### src/rtl/core/jsm_pkg.sv
// jsm_pkg: shared types and constants for the JTAG scan master.
// Used by jsm_ctrl, jsm_dp and jtag_scan_master; depends on nothing.
package jsm_pkg;

  // Default sizes for the top-level parameters
  localparam int MAX_SCAN_BITS_DEF = 32;
  localparam int MAX_PULSES_DEF    = 31;

  // Command codes
  localparam logic [2:0] OP_IR_SCAN  = 3'd0;
  localparam logic [2:0] OP_DR_SCAN  = 3'd1;
  localparam logic [2:0] OP_TCLK_LO  = 3'd2;
  localparam logic [2:0] OP_TCLK_HI  = 3'd3;
  localparam logic [2:0] OP_PULSE_P  = 3'd4;
  localparam logic [2:0] OP_PULSE_N  = 3'd5;

  // 20-bit DR (address) scans get their capture rotated into address order
  localparam int          ADDR_SCAN_BITS = 20;
  localparam logic [31:0] ADDR20_MASK    = 32'h000F_FFFF;

  // Input beat
  typedef struct packed {
    logic [2:0]  operation;
    logic [5:0]  bit_count;
    logic [31:0] shift_data;
    logic [31:0] tdo_levels;
    logic [4:0]  pulse_count;
  } in_t;

  // Result beat
  typedef struct packed {
    logic        tms_level;
    logic        tdi_level;
    logic        tclk_level;
    logic        is_tck_cycle;
    logic [31:0] captured;
    logic        last;
  } out_t;

  // Kind of result item the datapath builds on an emit
  typedef enum logic [2:0] {
    K_ENTRY = 3'd0,
    K_SHIFT = 3'd1,
    K_EXIT1 = 3'd2,
    K_EXIT2 = 3'd3,
    K_TCLK  = 3'd4,
    K_PH1   = 3'd5,
    K_PH2   = 3'd6
  } kind_t;

  // Controller to datapath
  typedef struct packed {
    logic  load;
    logic  emit;
    kind_t kind;
  } cmd_t;

  // Datapath to controller
  typedef struct packed {
    logic new_scan;
    logic new_tclk;
    logic new_pulse;
    logic entry_done;
    logic shift_done;
    logic pulse_done;
    logic can_emit;
  } sts_t;

endpackage

### src/rtl/core/jsm_ctrl.sv
// jsm_ctrl: command sequencer for the JTAG scan master.
// Depends on jsm_pkg; drives jsm_dp through cmd_t and reads sts_t.
module jsm_ctrl (
  input  logic          clk,
  input  logic          rst_n,
  input  logic          in_valid,
  output logic          in_stall,
  input  jsm_pkg::sts_t sts,
  output jsm_pkg::cmd_t cmd
);
  import jsm_pkg::*;

  typedef enum logic [7:0] {
    S_IDLE  = 8'b0000_0001,
    S_ENTRY = 8'b0000_0010,
    S_SHIFT = 8'b0000_0100,
    S_EXIT1 = 8'b0000_1000,
    S_EXIT2 = 8'b0001_0000,
    S_TCLK  = 8'b0010_0000,
    S_PH1   = 8'b0100_0000,
    S_PH2   = 8'b1000_0000
  } state_t;

  state_t state_r, state_nxt;
  logic   idle;
  kind_t  kind;

  assign idle     = (state_r == S_IDLE);
  assign in_stall = !idle;

  // Command outputs
  assign cmd.load = idle && in_valid;
  assign cmd.emit = !idle && sts.can_emit;
  assign cmd.kind = kind;

  always_comb begin
    unique case (state_r)
      S_ENTRY: kind = K_ENTRY;
      S_SHIFT: kind = K_SHIFT;
      S_EXIT1: kind = K_EXIT1;
      S_EXIT2: kind = K_EXIT2;
      S_PH1:   kind = K_PH1;
      S_PH2:   kind = K_PH2;
      default: kind = K_TCLK;
    endcase
  end

  // Next state; every non-idle state moves only when its item goes out
  always_comb begin
    state_nxt = state_r;
    unique case (state_r)
      S_IDLE: begin
        if (cmd.load) begin
          priority if (sts.new_scan)  state_nxt = S_ENTRY;
          else if (sts.new_tclk)      state_nxt = S_TCLK;
          else if (sts.new_pulse)     state_nxt = S_PH1;
          else                        state_nxt = S_IDLE;
        end
      end
      S_ENTRY: if (cmd.emit && sts.entry_done) state_nxt = S_SHIFT;
      S_SHIFT: if (cmd.emit && sts.shift_done) state_nxt = S_EXIT1;
      S_EXIT1: if (cmd.emit) state_nxt = S_EXIT2;
      S_EXIT2: if (cmd.emit) state_nxt = S_IDLE;
      S_TCLK:  if (cmd.emit) state_nxt = S_IDLE;
      S_PH1:   if (cmd.emit) state_nxt = S_PH2;
      S_PH2: begin
        if (cmd.emit) state_nxt = sts.pulse_done ? S_IDLE : S_PH1;
      end
      default: state_nxt = S_IDLE;
    endcase
  end

  always_ff @(posedge clk) begin
    if (!rst_n) begin
      state_r <= S_IDLE;
    end else begin
      state_r <= state_nxt;
    end
  end

endmodule

### src/rtl/core/jsm_dp.sv
// jsm_dp: datapath of the JTAG scan master: command registers, bit and
// pulse counters, line state and the result register. Depends on jsm_pkg.
module jsm_dp #(
  parameter int MAX_SCAN_BITS = jsm_pkg::MAX_SCAN_BITS_DEF,
  parameter int MAX_PULSES    = jsm_pkg::MAX_PULSES_DEF
) (
  input  logic          clk,
  input  logic          rst_n,
  input  jsm_pkg::in_t  in_data,
  input  jsm_pkg::cmd_t cmd,
  output jsm_pkg::sts_t sts,
  input  logic          out_stall,
  output logic          out_valid,
  output jsm_pkg::out_t out_data
);
  import jsm_pkg::*;

  localparam int CW      = $clog2(MAX_SCAN_BITS);
  localparam int PW      = $clog2(MAX_PULSES + 1);
  localparam int CLAMP_W = 9;

  logic [MAX_SCAN_BITS-1:0] sdata_r;
  logic [CW-1:0]            cnt_r, cnt_nxt;
  logic [1:0]               ent_r, ent_nxt;
  logic [PW-1:0]            pcnt_r, pcnt_nxt;
  logic [31:0]              cap_r;
  logic                     first_r;
  logic                     tclk_set_r;
  logic                     tclk_state_r, tclk_state_nxt;
  logic                     tdi_state_r, tdi_state_nxt;
  logic                     out_valid_r;
  out_t                     out_r;

  // Load-time decode and clamping
  logic [CLAMP_W-1:0]              bc_w, nc_w, pc_w, pcl_w;
  logic [MAX_SCAN_BITS+31:0]       sdata_ext;
  logic [31:0]                     mask, cap_m, cap_rot, cap_ld;
  logic                            op_scan, op_tclk, op_pulse;
  out_t                            item;
  logic                            shift_bit;

  assign op_scan  = (in_data.operation == OP_IR_SCAN) || (in_data.operation == OP_DR_SCAN);
  assign op_tclk  = (in_data.operation == OP_TCLK_LO) || (in_data.operation == OP_TCLK_HI);
  assign op_pulse = (in_data.operation == OP_PULSE_P) || (in_data.operation == OP_PULSE_N);

  assign bc_w = CLAMP_W'(in_data.bit_count);
  assign pc_w = CLAMP_W'(in_data.pulse_count);

  always_comb begin
    priority if (bc_w == '0)                        nc_w = CLAMP_W'(1);
    else if (bc_w > CLAMP_W'(MAX_SCAN_BITS))        nc_w = CLAMP_W'(MAX_SCAN_BITS);
    else                                            nc_w = bc_w;
    priority if (pc_w == '0)                        pcl_w = CLAMP_W'(1);
    else if (pc_w > CLAMP_W'(MAX_PULSES))           pcl_w = CLAMP_W'(MAX_PULSES);
    else                                            pcl_w = pc_w;
  end

  // Data bits above bit 31 read as zero
  assign sdata_ext = {{MAX_SCAN_BITS{1'b0}}, in_data.shift_data};

  // Capture mask and address-order rotation
  always_comb begin
    for (int i = 0; i < 32; i++) begin
      mask[i] = (CLAMP_W'(i) < nc_w);
    end
  end
  assign cap_m   = in_data.tdo_levels & mask;
  assign cap_rot = ((cap_m << 16) + (cap_m >> 4)) & ADDR20_MASK;
  assign cap_ld  = ((in_data.operation == OP_DR_SCAN) && (nc_w == CLAMP_W'(ADDR_SCAN_BITS)))
                   ? cap_rot : cap_m;

  // Status to the controller
  assign sts.new_scan   = op_scan;
  assign sts.new_tclk   = op_tclk;
  assign sts.new_pulse  = op_pulse;
  assign sts.entry_done = (ent_r == 2'd3);
  assign sts.shift_done = (cnt_r == '0);
  assign sts.pulse_done = (pcnt_r == PW'(1));
  assign sts.can_emit   = !out_valid_r || !out_stall;

  assign shift_bit = sdata_r[cnt_r];

  // Build the result item for the current kind
  always_comb begin
    item.tms_level    = 1'b0;
    item.tdi_level    = tdi_state_r;
    item.tclk_level   = tclk_state_r;
    item.is_tck_cycle = 1'b1;
    item.captured     = '0;
    item.last         = 1'b0;
    unique case (cmd.kind)
      K_ENTRY: item.tms_level = ~ent_r[1];
      K_SHIFT: begin
        item.tms_level = (cnt_r == '0);
        item.tdi_level = shift_bit;
      end
      K_EXIT1: item.tms_level = 1'b1;
      K_EXIT2: begin
        item.captured = cap_r;
        item.last     = 1'b1;
      end
      K_TCLK: begin
        item.tclk_level   = tclk_set_r;
        item.is_tck_cycle = 1'b0;
        item.last         = 1'b1;
      end
      K_PH1: begin
        item.tclk_level   = first_r;
        item.is_tck_cycle = 1'b0;
      end
      K_PH2: begin
        item.tclk_level   = ~first_r;
        item.is_tck_cycle = 1'b0;
        item.last         = (pcnt_r == PW'(1));
      end
      default: item.is_tck_cycle = 1'b0;
    endcase
  end

  // Counter and line-state updates on each emitted beat
  always_comb begin
    cnt_nxt        = cnt_r;
    ent_nxt        = ent_r;
    pcnt_nxt       = pcnt_r;
    tclk_state_nxt = tclk_state_r;
    tdi_state_nxt  = tdi_state_r;
    if (cmd.emit) begin
      unique case (cmd.kind)
        K_ENTRY: ent_nxt = ent_r + 2'd1;
        K_SHIFT: begin
          cnt_nxt       = cnt_r - CW'(1);
          tdi_state_nxt = shift_bit;
        end
        K_TCLK, K_PH1: tclk_state_nxt = item.tclk_level;
        K_PH2: begin
          tclk_state_nxt = item.tclk_level;
          pcnt_nxt       = pcnt_r - PW'(1);
        end
        default: ;
      endcase
    end
  end

  // Command registers, loaded on accept
  always_ff @(posedge clk) begin
    if (cmd.load) begin
      sdata_r    <= sdata_ext[MAX_SCAN_BITS-1:0];
      cnt_r      <= CW'(nc_w - CLAMP_W'(1));
      ent_r      <= (in_data.operation == OP_IR_SCAN) ? 2'd0 : 2'd1;
      pcnt_r     <= PW'(pcl_w);
      cap_r      <= cap_ld;
      first_r    <= (in_data.operation == OP_PULSE_P);
      tclk_set_r <= (in_data.operation == OP_TCLK_HI);
    end else begin
      cnt_r  <= cnt_nxt;
      ent_r  <= ent_nxt;
      pcnt_r <= pcnt_nxt;
    end
  end

  // Line state
  always_ff @(posedge clk) begin
    if (!rst_n) begin
      tclk_state_r <= 1'b0;
      tdi_state_r  <= 1'b0;
    end else begin
      tclk_state_r <= tclk_state_nxt;
      tdi_state_r  <= tdi_state_nxt;
    end
  end

  // Result register
  always_ff @(posedge clk) begin
    if (!rst_n) begin
      out_valid_r <= 1'b0;
    end else if (cmd.emit) begin
      out_valid_r <= 1'b1;
    end else if (!out_stall) begin
      out_valid_r <= 1'b0;
    end
  end

  always_ff @(posedge clk) begin
    if (cmd.emit) begin
      out_r <= item;
    end
  end

  assign out_valid = out_valid_r;
  assign out_data  = out_r;

endmodule

### src/rtl/core/jtag_scan_master.sv
// jtag_scan_master: one command at a time; the first result beat is built in the first state
// after the accept and registered, then one result beat per clock unless stalled.
// Scans step through entry, shift and exit beats, TCLK set/clear and pulses through TCLK beats,
// all paced by the single result register (one beat per cycle unless stalled).
// A new command is taken once the sequencer is idle again; reserved codes produce no beats.
// Reset (rst_n low, synchronous): sequencer idle, TCLK and TDI state low.
module jtag_scan_master #(
  parameter int MAX_SCAN_BITS = jsm_pkg::MAX_SCAN_BITS_DEF,
  parameter int MAX_PULSES    = jsm_pkg::MAX_PULSES_DEF
) (
  input  logic          clk,
  input  logic          rst_n,
  input  logic          in_valid,
  output logic          in_stall,
  input  jsm_pkg::in_t  in_data,
  output logic          out_valid,
  input  logic          out_stall,
  output jsm_pkg::out_t out_data
);
  import jsm_pkg::*;

  cmd_t cmd;
  sts_t sts;

  jsm_ctrl u_ctrl (
    .clk      (clk),
    .rst_n    (rst_n),
    .in_valid (in_valid),
    .in_stall (in_stall),
    .sts      (sts),
    .cmd      (cmd)
  );

  jsm_dp #(
    .MAX_SCAN_BITS (MAX_SCAN_BITS),
    .MAX_PULSES    (MAX_PULSES)
  ) u_dp (
    .clk       (clk),
    .rst_n     (rst_n),
    .in_data   (in_data),
    .cmd       (cmd),
    .sts       (sts),
    .out_stall (out_stall),
    .out_valid (out_valid),
    .out_data  (out_data)
  );

  // A new result never overwrites one still waiting
  a_emit_free: assert property (@(posedge clk) disable iff (!rst_n)
    cmd.emit |-> (!out_valid || !out_stall))
    else $error("result register overwritten while stalled");

  // An accepted scan keeps the input side stalled next cycle
  a_scan_busy: assert property (@(posedge clk) disable iff (!rst_n)
    (cmd.load && sts.new_scan) |=> in_stall)
    else $error("input taken during a scan");

  // Captured data only on the final beat
  a_cap_last: assert property (@(posedge clk) disable iff (!rst_n)
    (out_valid && !out_data.last) |-> (out_data.captured == '0))
    else $error("captured word on a non-final beat");

  // No beat is built in the cycle a command is accepted
  a_load_quiet: assert property (@(posedge clk) disable iff (!rst_n)
    cmd.load |-> !cmd.emit)
    else $error("emit during command load");

endmodule

### config.mk
export PLATFORM = sky130hd
export DESIGN_NAME = jtag_scan_master
export DESIGN_NICKNAME = d
export VERILOG_FILES = /design/src/rtl/core/jsm_pkg.sv /design/src/rtl/core/jsm_ctrl.sv /design/src/rtl/core/jsm_dp.sv /design/src/rtl/core/jtag_scan_master.sv
export SDC_FILE = /design/constraint.sdc
export NUM_CORES = 1
export LEC_CHECK = 0
export ABC_AREA = 1
export BUFFER_PORTS_ARGS = -buffer_cell sky130_fd_sc_hd__buf_2
export CORE_ASPECT_RATIO = 1.1
export CORE_MARGIN = 8
export CORE_UTILIZATION = 55
export DETAILED_ROUTE_END_ITERATION = 7
export PLACE_DENSITY = 0.8
export SLEW_MARGIN = 20
export SYNTH_ARGS = -nofsm -noshare
export SYNTH_HDL_FRONTEND = slang
export SYNTH_SLANG_ARGS = --single-unit
### constraint.sdc
create_clock -name clk -period 2.8 [get_ports clk]
set_clock_uncertainty 0.05 [all_clocks]
set_input_delay 0.14 -clock clk [delete_from_list [all_inputs] [get_ports clk]]
set_output_delay 0.14 -clock clk [all_outputs]
set_load 0.005 [all_outputs]
# Word-level counts from Yosys, hierarchy flattened
# Index checks and enable logic that the tools add are counted.
classes:
  n_addsub: 5
  magnitude_cmp: 35
  n_eq_ne: 30
  n_mux: 37
  bitwise: 3
  n_reduce_logical: 30
op_table:
  columns: ["operator", "count"]
  rows:
  - ["less-than comparator 5 x 6 -> 1 bit, first input constant", 16]
  - ["2-to-1 mux 8 bit", 9]
  - ["case mux 8 bit (7 select lines)", 1]
  - ["less-than comparator 4 x 6 -> 1 bit, first input constant", 8]
  - ["2-to-1 mux 5 bit", 8]
  - ["AND 32 bit", 1]
  - ["less-than comparator 3 x 6 -> 1 bit, first input constant", 4]
  - ["adder 20 bit", 1]
  - ["2-to-1 mux 20 bit", 1]
  - ["zero test 9 bit", 2]
  - ["case mux 3 bit (6 select lines)", 1]
  - ["equality test 3 bit, second input constant", 5]
  - ["subtractor 5 x 1 -> 5 bit, second input constant", 3]
  - ["2-to-1 mux 7 bit", 2]
  - ["inequality test 2 x 1 -> 1 bit, second input constant", 7]
  - ["equality test 3 x 2 -> 1 bit, second input constant", 4]
  - ["less-than comparator 1 x 6 -> 1 bit, first input constant", 2]
  - ["less-than comparator 2 x 6 -> 1 bit, first input constant", 2]
  - ["2-to-1 mux 6 bit", 2]
  - ["equality test 8 x 1 -> 1 bit, second input constant", 1]
  - ["equality test 8 x 2 -> 1 bit, second input constant", 1]
  - ["equality test 8 x 3 -> 1 bit, second input constant", 1]
  - ["equality test 8 x 4 -> 1 bit, second input constant", 1]
  - ["equality test 8 x 5 -> 1 bit, second input constant", 1]
  - ["other kinds (29)", 56]
word_totals:
  register_bits: 126
  output_inout_bits: 39
  wordCells: 158

# Depth between registers and ports, before layout
logic_depth:
  word_depth: 7
  ltp_mapped: 16
  mapped_depth_nobuf: 15

# By module
# From an unflattened synthesis, not the netlist that was laid out.
unflattened:
  hier_cells: 693
  hier_area_um2: 6448.7
modules_own_cells:
  columns: ["mod", "instances", "cells_each", "area_each_um2", "seq_area_each_um2"]
  rows:
  - ["jsm_dp", 1, 580, 5741.8, 3513.4]
  - ["jsm_ctrl", 1, 113, 706.9, 160.2]

# Worst setup path after synthesis
# OpenSTA, ideal clock, no wires.
synth_path:
  path_kind: "reg-to-reg"
  startpoint: "register u_ctrl.state_r[4]"
  endpoint: "register u_dp.ent_r[0] (data pin)"
  setup_time_ns: 0.302
  t_arrival_ns: 1.973
  required_time_ns: 2.448
  slack_ns: 0.475
  path_stages_with_launch: 8
  path_buffers: 1
  period_less_slack_ns: 2.325
  path_cell_list: "dfxtp_1 nor2_2 nand2_2 nor2_4 nand2_1 clkinv_1 buf_2 o21ai_0"
synth_lines:
  columns: ["item", "line_no", "text"]
  rows:
  - ["from (decl)", "jsm_ctrl.sv:24", "state_t state_r, state_nxt;"]
  - ["from (signal assigned)", "jsm_ctrl.sv:77", "state_r <= state_nxt;"]
  - ["to (signal assigned)", "jsm_dp.sv:149", "ent_r <= (in_data.operation == OP_IR_SCAN) ? 2'd0 : 2'd1;"]
  - ["to (signal assigned)", "jsm_dp.sv:156", "ent_r <= ent_nxt;"]
  - ["to (decl)", "jsm_dp.sv:24", "logic [1:0] ent_r, ent_nxt;"]

# Worst setup path in the final report
layout_path:
  startpoint: "register u_ctrl.state_r[6]"
  endpoint: "register u_dp.cnt_r[4] (data pin)"
layout_via:
  elab_chain_cells: 3
layout_lines:
  columns: ["item", "line_no", "text"]
  rows:
  - ["equality test 8 x 1 -> 1 bit", "jsm_ctrl.sv:28", "assign idle = (state_r == S_IDLE);"]
  - ["logical AND 1 bit", "jsm_ctrl.sv:32", "assign cmd.load = idle && in_valid;"]
  - ["2-to-1 mux 5 bit", "jsm_dp.sv:146", "if (cmd.load) begin"]
  - ["to (signal assigned)", "jsm_dp.sv:148", "cnt_r <= CW'(nc_w - CLAMP_W'(1));"]
  - ["to (signal assigned)", "jsm_dp.sv:155", "cnt_r <= cnt_nxt;"]
  - ["to (decl)", "jsm_dp.sv:23", "logic [CW-1:0] cnt_r, cnt_nxt;"]
# No other way between the ends.
# A chain may end at the register's enable or synchronous reset.

==> results.toml <==
[global_routing]
grt_pass1_wl_um = 23540
first_global_vias = 4858
grt-ovfl-total = 0
grt_max_degree = 34
antenna_found_initial = 2
grt_use_total = 0.2111

[clock_network]
cts-root-buf = "clkbuf_16"
clk_path_buf_depth = 2
insertion_delay_ns = 0.42
cts_tree = "yes"
ctsHoldBuffers = 41
cts_buffers = 17
clk_pin_slew_worst_paths_ns = 0.06
htreeDepth = 4
post_cts_resized = 0
cts_sinks = 126
post-cts-setup-buffers = 0

[logic_synthesis]
seq_area_frac_synth = 0.6138
ys_ff_latch = 126
yosysWarnings = 0
synth_cell_types = 42
synth_edf_count = 115
synth_simple_gate_area_frac = 0.1976
syn_area_sq_mm = 0.005984
yosys-top-cells-count = "nand2_1, edfxtp_1, inv_1"
synth.avg_cell_area_sq_um = 9.875
yosysTopAreaCell = "edfxtp_1"
synth-async-reset-ratio = 0
synthMuxAreaShare = 0.001673
synth_xor_area_frac = 0.01317
synth_adder_area_share = 0.01798
synth_top_family_by_area = "simple AND/OR/NAND/NOR gates"
syn_nets = 696
ys_top_cells_by_area = "edfxtp_1, nand2_1, inv_1, nor2_1, dfxtp_1"
synth_cells = 606
yosysMostFrequentCell = "nand2_1"
synth_compound_gate_area_share = 0.07903
synth.top_cell.area_share = 0.5770
synth_ff_type = "edfxtp_1"

[run_status]
status = "complete, no violations"

[worst_setup_path]
cp_cell_sequence = "nor2_2 -> nand2_2 -> nor2_4 -> nand2_1 -> inv_2 -> nand2_1 -> o21ai_0 -> ha_1 -> nand3_1 -> xor2_1"
cp-end-kind = "flip-flop"
cp.required_ns = 2.92
critical_path_cell_count = 10
cp.arrival_ns = 2.24
cp_num_buf_inv = 1
start_kind = "flip-flop"
rr_worst_depth = 10
path_delay_family = "simple AND/OR/NAND/NOR gates"
slowest_delay_ns = 0.33
path_max_fanout = 6
cp_slowest_cell = "dfxtp_1"
critical_path_class = "reg -> reg"
path_common_cell = "nand2_1"

[sta]
final.setup.tns_ns = 0
fmax_ghz = 0.4712
period_share = 0.7580
fin_crit_ns = 2.122
hold_viol_final = 0
rsz0062_at_grt = "no"
slew_viol_final = 0
holdWs_ns = 0.005296
setup_violations = 0
slew_headroom = 0.3536
tightest_slew_ns = 0.9686

[drt]
firstDrtPassIters = 5
route.detailed.drc = 0
vias = 4730
avgViaCountPerCell = 5.048
wl_per_cell_um = 15.92
drt-initial-drc-count = 429
routed_wl_um = 14910
antenna_left = 0

[place]
dpl.cell_count = 864
globalplace.congestion = 0.9254
place.port_buffers = 120
hpwlAfterDp_um = 10070
postPlaceCellArea_sq_mm = 0.006715

[floorplan]
die_x_um = 115.5
pin_count = 121
die_area_sq_mm = 0.01448
rows = 40
core-area_sq_mm = 0.01076
die_y_um = 125.4
start_util = 0.5562

[cells_and_area]
final_area_sq_mm = 0.007721
nFillCells = 780
antenna-diode-count = 0
drive_above_1_share = 0.2405
layout.cells.non_filler = 937
area_growth_pct = 29.02
fin_nets = 867
seqCellArea_sq_mm = 0.003674
multi_input_comb_area_sq_mm = 0.001852

[power]
irDropWorstVdd_uv = 553.4
power.density_mw_per_mm2 = 1073
power.leakage_nw = 3.480

[min_path]
hold_depth = 3
hp-class = "in -> reg"

[job]
max_cap_violations = 0
path summary, 6_finish.rpt:
path	to	slack, ns	from
min	u_dp.pcnt_r[0]$_DFFE_PP_	0.005	in_data[0]
max reg2reg	u_dp.cnt_r[4]$_DFFE_PP_	0.68	u_ctrl.state_r[6]$_SDFFE_PN0P_
max	u_dp.cnt_r[4]$_DFFE_PP_	0.68	u_ctrl.state_r[6]$_SDFFE_PN0P_
min reg2reg	u_dp.tdi_state_r$_SDFFE_PN0P_	0.46	u_dp.tdi_state_r$_SDFFE_PN0P_
tightest hold or removal path, stage by stage:
cell     delay [ns]
buf_2          0.08
o21ai_0        0.07
o21ai_0        0.07
area by class of cell:
class                      count  share of cell area
tap                          147             0.02382
clock inverter                15             0.02204
multi-input combinational    369              0.2398
timing repair buffer         167              0.1368
clock buffer                  17             0.05510
inverter                      96             0.04667
sequential                   126              0.4758
logic make-up after synthesis:
kind of cell,count (synthesis)
multiplexers,1
AO/OA/AOI/OAI,80
adder cells (fa/ha/maj),8
AND/OR/NAND/NOR,271
flip-flops,126
buffers and inverters,111
XOR/XNOR,9
per-stage QoR:
step | util | setup WS (ns) | power (W)
final | 0.7176 | 0.6777 | 0.008282
after global routing | 0.7176 | 0.4575 | 0.008780
after CTS | 0.7176 | 0.6768 | 0.008273
after detailed placement | 0.6241 | 0.2673 | 0.006003
after global placement | 0.6241 | 0.3816 | 0.005925
after floorplan | - | 0.4747 | 0.005101
registers in the layout, summed over array words and instances (netlist names):
register	cells
u_dp.out_data	37
u_dp.cap_r	32
u_dp.sdata_r	32
u_ctrl.state_r	8
u_dp.cnt_r	5
u_dp.pcnt_r	5
u_dp.ent_r	2
u_dp.first_r	1
u_dp.out_valid	1
u_dp.tclk_set_r	1
u_dp.tclk_state_r	1
u_dp.tdi_state_r	1
where the power goes:
group	total [W]	switching, W	internal (W)	leakage, nW
clock	0.00222	0.000829	0.00139	0.286
combinational	0.00261	0.00175	0.000861	1.99
sequential	0.00345	0.000269	0.00318	1.20
layer usage:
layer / wire, um / global-route usage / up-vias
met2: 7706 / 0.3719 / 162
met1: 5768 / 0.2308 / 2184
met5: 21 / 0 / -
met4: 343 / 0.09288 / 4
met3: 1074 / 0.05489 / 35
li1: - / - / 2345
placed cells by master (no fill, tap or decap), drive strengths merged, types with 2 or more instances in the layout:
master,n
xnor2,6
dlygate4sd3,41
inv,98
bufinv,3
a31oi,4
a21boi,2
nor2,88
a21oi,15
dfxtp,11
nand2,136
nor3,4
o211ai,6
xor2,3
clkinvlp,2
nand3,39
clkbuf,17
edfxtp,115
o21a,2
buf,126
o211a,2
clkinv,8
o21ai,46
ha,7
No activity file was read; power rests on OpenSTA's default activity.
